`config.mk`:
```
export PLATFORM = sky130hd
export DESIGN_NAME = midi_scale_quantizer
export DESIGN_NICKNAME = d
export VERILOG_FILES = /design/src/rtl/core/msq_pkg.sv /design/src/rtl/core/msq_cfg_regs.sv /design/src/rtl/core/msq_quant.sv /design/src/rtl/core/midi_scale_quantizer.sv
export SDC_FILE = /design/constraint.sdc
export NUM_CORES = 1
export LEC_CHECK = 0
export ABC_AREA = 1
export BUFFER_PORTS_ARGS = -buffer_cell sky130_fd_sc_hd__buf_2
export CAP_MARGIN = 5
export CORE_ASPECT_RATIO = 0.5
export CORE_UTILIZATION = 35
export CTS_BUF_LIST = sky130_fd_sc_hd__clkbuf_4
export DETAILED_ROUTE_END_ITERATION = 10
export GPL_TIMING_DRIVEN = 0
export SLEW_MARGIN = 20
export SYNTH_ARGS = -nofsm -noshare
export SYNTH_HDL_FRONTEND = slang
export SYNTH_SLANG_ARGS = --single-unit
```
`constraint.sdc`:
```
create_clock -name clk -period 23.4 [get_ports clk]
set_clock_uncertainty 0.1 [all_clocks]
set_input_delay 1.17 -clock clk [delete_from_list [all_inputs] [get_ports clk]]
set_output_delay 1.17 -clock clk [all_outputs]
set_load 0.02 [all_outputs]
```
`src/rtl/core/msq_pkg.sv`:
```
// ----------------------------------------------------------------------------
// msq_pkg: shared types and constants of the MIDI scale quantizer
// Register indexes, mode codes, settings and result bundles.
// ----------------------------------------------------------------------------
package msq_pkg;

  localparam int NOTE_W = 7;
  localparam int MASK_W = 12;
  localparam int ROOT_W = 4;
  localparam int MODE_W = 2;
  localparam int IDX_W  = 2;
  localparam int SEMIS  = 12;

  // register indexes on the config port
  localparam logic [IDX_W-1:0] REG_QUANT_MODE = 2'd0;
  localparam logic [IDX_W-1:0] REG_ROOT_KEY   = 2'd1;
  localparam logic [IDX_W-1:0] REG_SCALE_MASK = 2'd2;

  // quantizer modes; the unnamed fourth code passes in-scale notes only
  localparam logic [MODE_W-1:0] QM_OFF  = 2'd0;
  localparam logic [MODE_W-1:0] QM_UP   = 2'd1;
  localparam logic [MODE_W-1:0] QM_DOWN = 2'd2;

  localparam logic [MASK_W-1:0] MASK_RESET = 12'hFFF;

  typedef struct packed {
    logic [MODE_W-1:0] quant_mode;
    logic [ROOT_W-1:0] root_key;
    logic [MASK_W-1:0] scale_mask;
  } settings_t;

  typedef struct packed {
    logic [NOTE_W-1:0] note;
    logic              dropped;
  } result_t;

endpackage

```
`src/rtl/core/msq_cfg_regs.sv`:
```
// ----------------------------------------------------------------------------
// msq_cfg_regs: configuration register file
// Holds quant_mode, root_key and scale_mask; writes to other indexes vanish.
// ----------------------------------------------------------------------------
module msq_cfg_regs (
  input  logic                       clk,
  input  logic                       rst,
  input  logic                       cfg_valid,
  input  logic [msq_pkg::IDX_W-1:0]  cfg_index,
  input  logic [msq_pkg::MASK_W-1:0] cfg_data,
  output msq_pkg::settings_t         settings
);

  always_ff @(posedge clk) begin
    if (rst) begin
      settings.quant_mode <= msq_pkg::QM_OFF;
      settings.root_key   <= '0;
      settings.scale_mask <= msq_pkg::MASK_RESET;
    end else if (cfg_valid) begin
      case (cfg_index)
        msq_pkg::REG_QUANT_MODE: settings.quant_mode <= cfg_data[msq_pkg::MODE_W-1:0];
        msq_pkg::REG_ROOT_KEY:   settings.root_key   <= cfg_data[msq_pkg::ROOT_W-1:0];
        msq_pkg::REG_SCALE_MASK: settings.scale_mask <= cfg_data;
        default: ;
      endcase
    end
  end

endmodule

```
`src/rtl/core/msq_quant.sv`:
```
// ----------------------------------------------------------------------------
// msq_quant: combinational scale lookup and nearest-pitch search
// Pitch class via reciprocal multiply, mask window by rotation, then a
// priority search up or down over the eleven neighboring semitones.
// ----------------------------------------------------------------------------
module msq_quant (
  input  logic [msq_pkg::NOTE_W-1:0] note,
  input  msq_pkg::settings_t         settings,
  output msq_pkg::result_t           result
);

  logic [12:0]                 prod;
  logic [3:0]                  quot;
  logic [3:0]                  pc;
  logic [3:0]                  root;
  logic [4:0]                  rel_raw;
  logic [3:0]                  rel;
  logic [2*msq_pkg::MASK_W-1:0] dmask;
  logic [msq_pkg::MASK_W:0]    win;
  logic [3:0]                  up_k;
  logic                        up_hit;
  logic [3:0]                  dn_k;
  logic                        dn_hit;
  logic [7:0]                  up_sum;

  always_comb begin
    // note / 12 == (note * 43) >> 9 for notes 0..127
    prod = 13'(note) * 13'd43;
    quot = prod[12:9];
    pc   = 4'(note - 7'(quot) * 7'd12);
    root = (settings.root_key >= 4'(msq_pkg::SEMIS)) ?
           4'(settings.root_key - 4'(msq_pkg::SEMIS)) : settings.root_key;
    rel_raw = {1'b0, pc} + 5'(msq_pkg::SEMIS) - {1'b0, root};
    rel  = (rel_raw >= 5'(msq_pkg::SEMIS)) ? 4'(rel_raw - 5'(msq_pkg::SEMIS))
                                           : rel_raw[3:0];
    // win[k] tells whether the pitch k semitones above the note is in scale
    dmask = {settings.scale_mask, settings.scale_mask};
    win   = (msq_pkg::MASK_W+1)'(dmask >> rel);

    up_k = '0;
    up_hit = 1'b0;
    dn_k = '0;
    dn_hit = 1'b0;
    for (int k = msq_pkg::SEMIS - 1; k >= 1; k--) begin
      if (win[k]) begin
        up_k = 4'(k);
        up_hit = 1'b1;
      end
      if (win[msq_pkg::SEMIS - k]) begin
        dn_k = 4'(k);
        dn_hit = 1'b1;
      end
    end
    up_sum = {1'b0, note} + {4'd0, up_k};

    result.note    = note;
    result.dropped = 1'b0;
    if (settings.quant_mode != msq_pkg::QM_OFF && !win[0]) begin
      result.dropped = 1'b1;
      case (settings.quant_mode)
        msq_pkg::QM_UP: begin
          if (up_hit && !up_sum[7]) begin
            result.note    = up_sum[6:0];
            result.dropped = 1'b0;
          end
        end
        msq_pkg::QM_DOWN: begin
          if (dn_hit && note >= 7'(dn_k)) begin
            result.note    = note - 7'(dn_k);
            result.dropped = 1'b0;
          end
        end
        default: ;
      endcase
    end
    if (result.dropped) begin
      result.note = '0;
    end
  end

endmodule

```
`src/rtl/core/midi_scale_quantizer.sv`:
```
// ----------------------------------------------------------------------------
// midi_scale_quantizer: MIDI note to musical scale quantizer
// Input register, one pass of scale logic, result register.
// ----------------------------------------------------------------------------
// Timing: an accepted note is captured in the input register, and its result
// moves on to the result register, raising out_valid, once that register can load.
// Throughput: one note per cycle while out_ready is high; the input register and the result register
// each hold one transaction, so a waiting result does not block a new note.
// Reset (synchronous, rst high): both stages empty, quant_mode off,
// root_key C, scale_mask all twelve semitones allowed.
module midi_scale_quantizer (
  input  logic                       clk,
  input  logic                       rst,
  // config write channel, always ready
  input  logic                       cfg_valid,
  output logic                       cfg_ready,
  input  logic [msq_pkg::IDX_W-1:0]  cfg_index,
  input  logic [msq_pkg::MASK_W-1:0] cfg_data,
  // note input channel
  input  logic                       in_valid,
  output logic                       in_ready,
  input  logic [msq_pkg::NOTE_W-1:0] note_in,
  // result channel
  output logic                       out_valid,
  input  logic                       out_ready,
  output logic [msq_pkg::NOTE_W-1:0] note_out,
  output logic                       dropped
);

  msq_pkg::settings_t         settings;
  msq_pkg::result_t           res_comb;
  logic                       s1_valid;
  logic [msq_pkg::NOTE_W-1:0] s1_note;
  logic                       s2_take;
  logic                       in_fire;

  assign cfg_ready = 1'b1;

  msq_cfg_regs u_cfg (
    .clk       (clk),
    .rst       (rst),
    .cfg_valid (cfg_valid),
    .cfg_index (cfg_index),
    .cfg_data  (cfg_data),
    .settings  (settings)
  );

  // result register can load when empty or drained this cycle
  assign s2_take  = !out_valid || out_ready;
  // input register can load when empty or moving on this cycle
  assign in_ready = !s1_valid || s2_take;
  assign in_fire  = in_valid && in_ready;

  // stage 1: capture the note
  always_ff @(posedge clk) begin
    if (rst) begin
      s1_valid <= 1'b0;
    end else if (in_ready) begin
      s1_valid <= in_valid;
    end
  end

  always_ff @(posedge clk) begin
    if (in_fire) begin
      s1_note <= note_in;
    end
  end

  // scale lookup between the two registers
  msq_quant u_quant (
    .note     (s1_note),
    .settings (settings),
    .result   (res_comb)
  );

  // stage 2: result register
  always_ff @(posedge clk) begin
    if (rst) begin
      out_valid <= 1'b0;
    end else if (s2_take) begin
      out_valid <= s1_valid;
    end
  end

  always_ff @(posedge clk) begin
    if (s2_take && s1_valid) begin
      note_out <= res_comb.note;
      dropped  <= res_comb.dropped;
    end
  end

`ifndef SYNTH
  // a dropped note always reads as zero
  a_drop_zero: assert property (@(posedge clk) disable iff (rst)
    out_valid && dropped |-> note_out == '0)
    else $error("dropped result carries a nonzero note");

  // input only stalls when both stages are full
  a_stall_full: assert property (@(posedge clk) disable iff (rst)
    !in_ready |-> s1_valid && out_valid)
    else $error("input stalled with a free stage");

  // a held stage-1 transaction keeps its note
  a_s1_hold: assert property (@(posedge clk) disable iff (rst)
    s1_valid && !s2_take |=> s1_valid && $stable(s1_note))
    else $error("stage 1 lost or changed a stalled note");

  // both stages are empty right after reset
  a_reset_empty: assert property (@(posedge clk)
    $past(rst) |-> !out_valid && !s1_valid)
    else $error("pipeline not empty after reset");
`endif

endmodule
```
==> results of run 1 <==
sequential cells by signal, summed over array words and instances, names as in the netlist:
signal and count:
s1_valid 1, note_out 7, dropped 1, s1_note 7, out_valid 1, u_cfg.settings 18
routing by layer:
metal,vias up,track usage (%)
li1,1879,-
met1,1526,24.0
met2,38,24.9
met3,2,2.87
met4,0,0.900
met5,-,0
through the flow:
step           hold WS [ns]  setup WS (ns)  area, µm²  util, %  cells
2_1_floorplan         0.335          15.46       3900        -    551
3_3_place_gp          0.357          14.28       4250     40.5    726
3_5_place_dp          0.365          14.35       4250     40.5    726
4_1_cts               0.383          14.27       4350     41.4    734
5_1_grt               0.426          13.67       4350     41.4    734
6_report              0.382          14.58       4350     41.4    734
logic make-up (layout without fill, tap and decap cells):
group           count (synthesis)  after routing
simple gates                  264            264
compound gates                 75             75
mux                             1              1
fa+ha+maj                      57             57
xor+xnor                       16             16
other cells                     1              1
buf+inv                       102            145
flops                          35             35
cells in the mapped netlist:
cell type    n
nand3b_1     2
nand3b_4     1
xnor2_1      6
xor2_1      10
edfxtp_1    15
or2_1        1
nand4_1      7
a31oi_1      2
inv_1       85
mux2i_1      1
o21ai_2      2
o311ai_0     1
o21ai_0     32
or2_4        1
fa_1         9
buf_4        2
nand3_4      1
nor2_4       2
buf_2        2
nor3b_1      1
a21oi_1     21
nor4_1       1
clkinv_1     1
nand3_1     51
inv_2        2
or2_2        1
conb_1       1
nor2_1      19
clkbuf_1     5
nand2_4      2
nand2_2     18
nand3_2      7
nor3_2       1
nor3_1       3
nor2_2       4
o21ai_1      5
ha_1        48
o211ai_1    12
nand2_1    141
buf_6        5
dfxtp_1     20
worst min path at each step:
stage                               to  slack [ns]  cells after the start
floorplan           u_cfg.settings[13]        0.34                      2
global placement    u_cfg.settings[14]        0.36                      2
detailed placement           out_valid        0.36                      2
CTS                          out_valid        0.38                      2
global route        u_cfg.settings[15]        0.43                      2
finish                       out_valid        0.38                      2
cells in the final DEF, fill, tap and decap left out, types with 3 or more instances in the layout:
cell,count
nand2_1,141
inv_1,85
nand3_1,51
ha_1,48
buf_2,37
o21ai_0,32
a21oi_1,21
dfxtp_1,20
nor2_1,19
nand2_2,18
edfxtp_1,15
o211ai_1,12
xor2_1,10
fa_1,9
nand4_1,7
nand3_2,7
xnor2_1,6
clkbuf_1,5
o21ai_1,5
buf_6,5
clkbuf_4,5
nor2_2,4
nor3_1,3
layout make-up:
class / count / area, µm² / share of cell area [%]
buffer: 14 / 100 / 2.30
clock buffer: 5 / 37.5 / 0.862
clock inverter: 3 / 66.3 / 1.52
inverter: 88 / 330 / 7.59
multi-input combinational: 414 / 2620 / 60.1
sequential: 35 / 851 / 19.5
tap: 140 / 175 / 4.02
timing repair buffer: 35 / 175 / 4.02
worst max-delay path, delay by kind of cell, from the launching register on:
family                     cells  cell delay (ns)
AOI/OAI and AO/OA              7             1.51
xor gates and xnor gates       3             0.53
adders and majority gates      9             2.85
buffers and inverters         10             0.95
DFF                            1             0.54
and+or+nand+nor               20             2.22
==> flow_summary.json, run 1 <==
{
  "status": "finished clean",
  "min_path_type": "flip-flop to flip-flop",
  "critical_path.max_fanout": 10,
  "rr_endpoint": "note_out[5]",
  "hp-start": "s1_valid",
  "cts-root-buf": "clkbuf_4",
  "worst_slew_margin_rel_pct": 45.5,
  "fill_cells": 1120,
  "yosysUniqueCellTypes": 41,
  "ff2ff_path_depth": 49,
  "cts_tree": "yes",
  "synth-simple-area-share_pct": 32.4,
  "crit_start": "s1_note[5]",
  "drv_cap": 0,
  "met2_length_um": 3670,
  "cts_buffers": 5,
  "antenna_found_initial": 0,
  "regToRegSetupSlack_ns": 14.58,
  "rows": 26,
  "grt_usage_pct": 16.1,
  "place.gp.congestion": 0.839,
  "syn_area_um2": 3900,
  "crit_path_max_incr_delay_ns": 0.70,
  "setup_viol": 0,
  "cp-start-kind": "flip-flop",
  "tightest_slew_ns": 0.805,
  "drv_slew": 0,
  "synth_compound_area_share_pct": 10.7,
  "r2r-start": "s1_note[5]",
  "synth_seq_area_share_pct": 21.8,
  "nets": 676,
  "worstPathRequired_ns": 23.50,
  "yosysTopAreaCell": "ha_1",
  "boundaryPins": 37,
  "drc_errors": 0,
  "via_count": 3445,
  "synth_top_family_by_area": "simple AND/OR/NAND/NOR gates",
  "fp.dieW_um": 151,
  "postSynthAreaPerCell_um2": 7.08,
  "cts_sinks": 35,
  "grt_overflow_total": 0,
  "post_cts_resized": 0,
  "hpwl_um": 6950,
  "syn-num-nets": 634,
  "cts_buffer_depth": 2,
  "synth_fa_ha_area_share_pct": 20.0,
  "dr.first_iter.drc_count": 170,
  "synthXorXnorAreaFrac_pct": 3.59,
  "fin_crit_ns": 8.82,
  "first_pass_iters": 4,
  "wl_met3_um": 217,
  "slowest_stage": "o311ai_1",
  "hold_viol": 0,
  "cp-end-kind": "flip-flop",
  "post_drt_via_cell_ratio": 4.69,
  "htreeDepth": 2,
  "antenna_cells": 0,
  "clk-insertion-delay-late_ns": 0.35,
  "cts_setup_buffers": 0,
  "rsz0062_at_grt": "no",
  "fin_crit_sh_pct": 37.7,
  "endpoint": "note_out[5]",
  "clkSlewWorstSetupHoldPaths_ns": 0.13,
  "grt_max_degree": 13,
  "start_util_pct": 37.1,
  "synth.top_cells.by_area": "ha_1, nand2_1, edfxtp_1, dfxtp_1, inv_1",
  "final_layout_size_suffix_gt1_share_pct": 15.8,
  "fmax_mhz": 113,
  "wl_met1_um": 4640,
  "synth_warnings": 0,
  "ctsHoldBuffers": 0,
  "drt-wirelength-per-cell_um": 11.6,
  "synth_top_area_share_pct": 15.4,
  "ant_nets": 0,
  "area_growth_pct": 11.6,
  "die-area_um2": 11600,
  "io_buffers": 35,
  "highest_layer": "met4",
  "grt_pass1_wl_um": 15100,
  "fin_setup_tns_ns": 0,
  "arrival_ns": 8.93,
  "grt_pass1_vias": 3210,
  "cp_common_cell": "nand2_1",
  "crit_type": "flip-flop to flip-flop",
  "die_h_um": 76.6,
  "syn_inst": 551,
  "finalWirelength_um": 8540,
  "muxShareOfSynthArea_pct": 0.257,
  "ys_ff_latch": 35,
  "core_area_um2": 10500
}
Power of run 1 is not shown: default switching activity piles up to over one toggle a cycle in this logic, so the estimate is an artifact.
==> run 2, diff against run 1 <==
- clock period: 23.4 -> 7.3 ns (I/O delays scaled with it)
==> run 2 against run 1 <==
  * The flow now finishes with violations (setup timing)
  * Non-clock buffer count rose by 54
  * Core utilization rose by 9.4 points
  * Cell area rose by 23%
  * Critical path type unchanged
==> flow_summary.json, run 2 (synthesized netlist as in run 1, its figures left out) <==
{
  "status": "finished, violations left",
  "violations": "setup timing",
  "postPlaceCellArea_um2": 4390,
  "preCtsSetupSlack_ns": -0.932,
  "drt-wirelength-per-cell_um": 13.2,
  "cts_sinks": 35,
  "die-area_um2": 11600,
  "gr-usage-met2_pct": 27.8,
  "grtUsageMet1_pct": 26.2,
  "via_count": 3759,
  "drv_slew": 0,
  "hold_path_depth": 1,
  "ant_nets": 0,
  "cts_buffer_depth": 2,
  "worstPathRequired_ns": 7.32,
  "cts-root-buf": "clkbuf_4",
  "crit_type": "flip-flop to flip-flop",
  "fmax_mhz": 129,
  "seqCellArea_um2": 851,
  "cp-end-kind": "flip-flop",
  "critical_path.max_fanout": 6,
  "postLayoutCellArea_um2": 5340,
  "dr.first_iter.drc_count": 115,
  "holdPathEnd": "s1_note[3]",
  "nets": 730,
  "grt_max_degree": 11,
  "grt_pass1_wl_um": 16600,
  "fp.dieW_um": 151,
  "mostFrequentLayoutCell": "nand2_1",
  "worst_slew_margin_rel_pct": 37.6,
  "first_pass_iters": 4,
  "multi_input_area_um2": 3190,
  "boundaryPins": 37,
  "hpwl_um": 7300,
  "top_regs": "u_cfg.settings: 18 flops, note_out: 7 flops, s1_note: 7 flops",
  "clk-insertion-delay-late_ns": 0.35,
  "fin_crit_ns": 7.75,
  "min_path_type": "input port to flip-flop",
  "die_h_um": 76.6,
  "io_buffers": 35,
  "grt_busiest_layer": "met2",
  "ff2ff_path_depth": 56,
  "core_area_um2": 10500,
  "grt_overflow_total": 0,
  "rr_endpoint": "note_out[6]",
  "fill_cells": 1013,
  "rows": 26,
  "area_growth_pct": 36.9,
  "drc_errors": 0,
  "post_drt_via_cell_ratio": 4.76,
  "cts_tree": "yes",
  "hp-start": "note_in[3]",
  "final_layout_size_suffix_gt1_share_pct": 37.5,
  "cts_buffers": 5,
  "regToRegSetupSlack_ns": -0.45,
  "start_util_pct": 37.1,
  "layout_common_cells": "nand2_1, inv_1, buf_4, nand2_2, buf_2",
  "regMostFlops": "u_cfg.settings",
  "grt_pass1_vias": 3434,
  "tightest_slew_ns": 0.937,
  "place.gp.congestion": 0.864,
  "antenna_found_initial": 1,
  "rsz0062_at_grt": "yes",
  "final_util_pct": 50.8,
  "setup_viol": 8,
  "fin_ws_ns": -0.455,
  "grt_usage_pct": 18.1,
  "drv_cap": 0,
  "cp-start-kind": "flip-flop",
  "largest_reg_flops": 18,
  "crit_path_max_incr_delay_ns": 0.50,
  "arrival_ns": 7.77,
  "finalWirelength_um": 10400,
  "htreeDepth": 2,
  "clkSlewWorstSetupHoldPaths_ns": 0.11,
  "hold_viol": 0,
  "fin_crit_sh_pct": 106,
  "slowest_stage": "fa_1",
  "grtUsageMet3_pct": 3.59,
  "r2r-start": "s1_note[2]"
}
==> run 2: what timing repair did <==
item	CTS	global route
gates cloned	3	0
setup endpoints to repair	8	8
pin swaps	63	63
setup buffers	32	19
hold buffers	0	0
gates resized for setup	59	51
==> run 2: per-layer routing <==
metal	part of all wire (%)	vias to the layer above
li1	-	1988
met1	50	1701
met2	46	63
met3	3.7	7
met4	0.60	0
met5	0	-
==> run 2: through the flow <==
stage | instances | hold slack [ns] | setup TNS, ns
2_1_floorplan | 551 | 0.334 | -0.00836
3_3_place_gp | 726 | 0.357 | -6.69
6_report | 789 | 0.0785 | -3.20
5_1_grt | 789 | 0.0533 | -6.13
3_5_place_dp | 726 | 0.363 | -7.30
4_1_cts | 769 | 0.0697 | -2.99
==> run 2: worst max-delay path by stage <==
stage | start | end | cells after the start
after global placement | s1_note[1] | note_out[5] | 51
after global routing | s1_note[4] | note_out[6] | 56
after CTS | s1_note[4] | note_out[6] | 53
after floorplan | s1_note[6] | note_out[6] | 53
after detailed placement | s1_note[1] | note_out[5] | 49
final | s1_note[2] | note_out[6] | 56
==> run 2: worst max-delay path: cells and delay by family, from the launching register on <==
family,cells,cell delay [ns]
flops,1,0.44
xor+xnor,4,0.67
simple gates,24,2.04
fa+ha+maj,10,2.73
compound gates,6,0.66
buf+inv,12,0.87
==> run 2: area by class of cell <==
class | instances | share of cell area [%]
inverters | 88 | 6.47
clock buffers | 6 | 0.844
clock inverters | 2 | 0.141
plain buffers | 14 | 2.02
diodes | 1 | 0.0469
well taps | 140 | 3.28
repair buffers | 89 | 11.5
multi-input cells | 414 | 59.8
flip-flops and latches | 35 | 15.9
Power of run 2 is left out for the same reason.
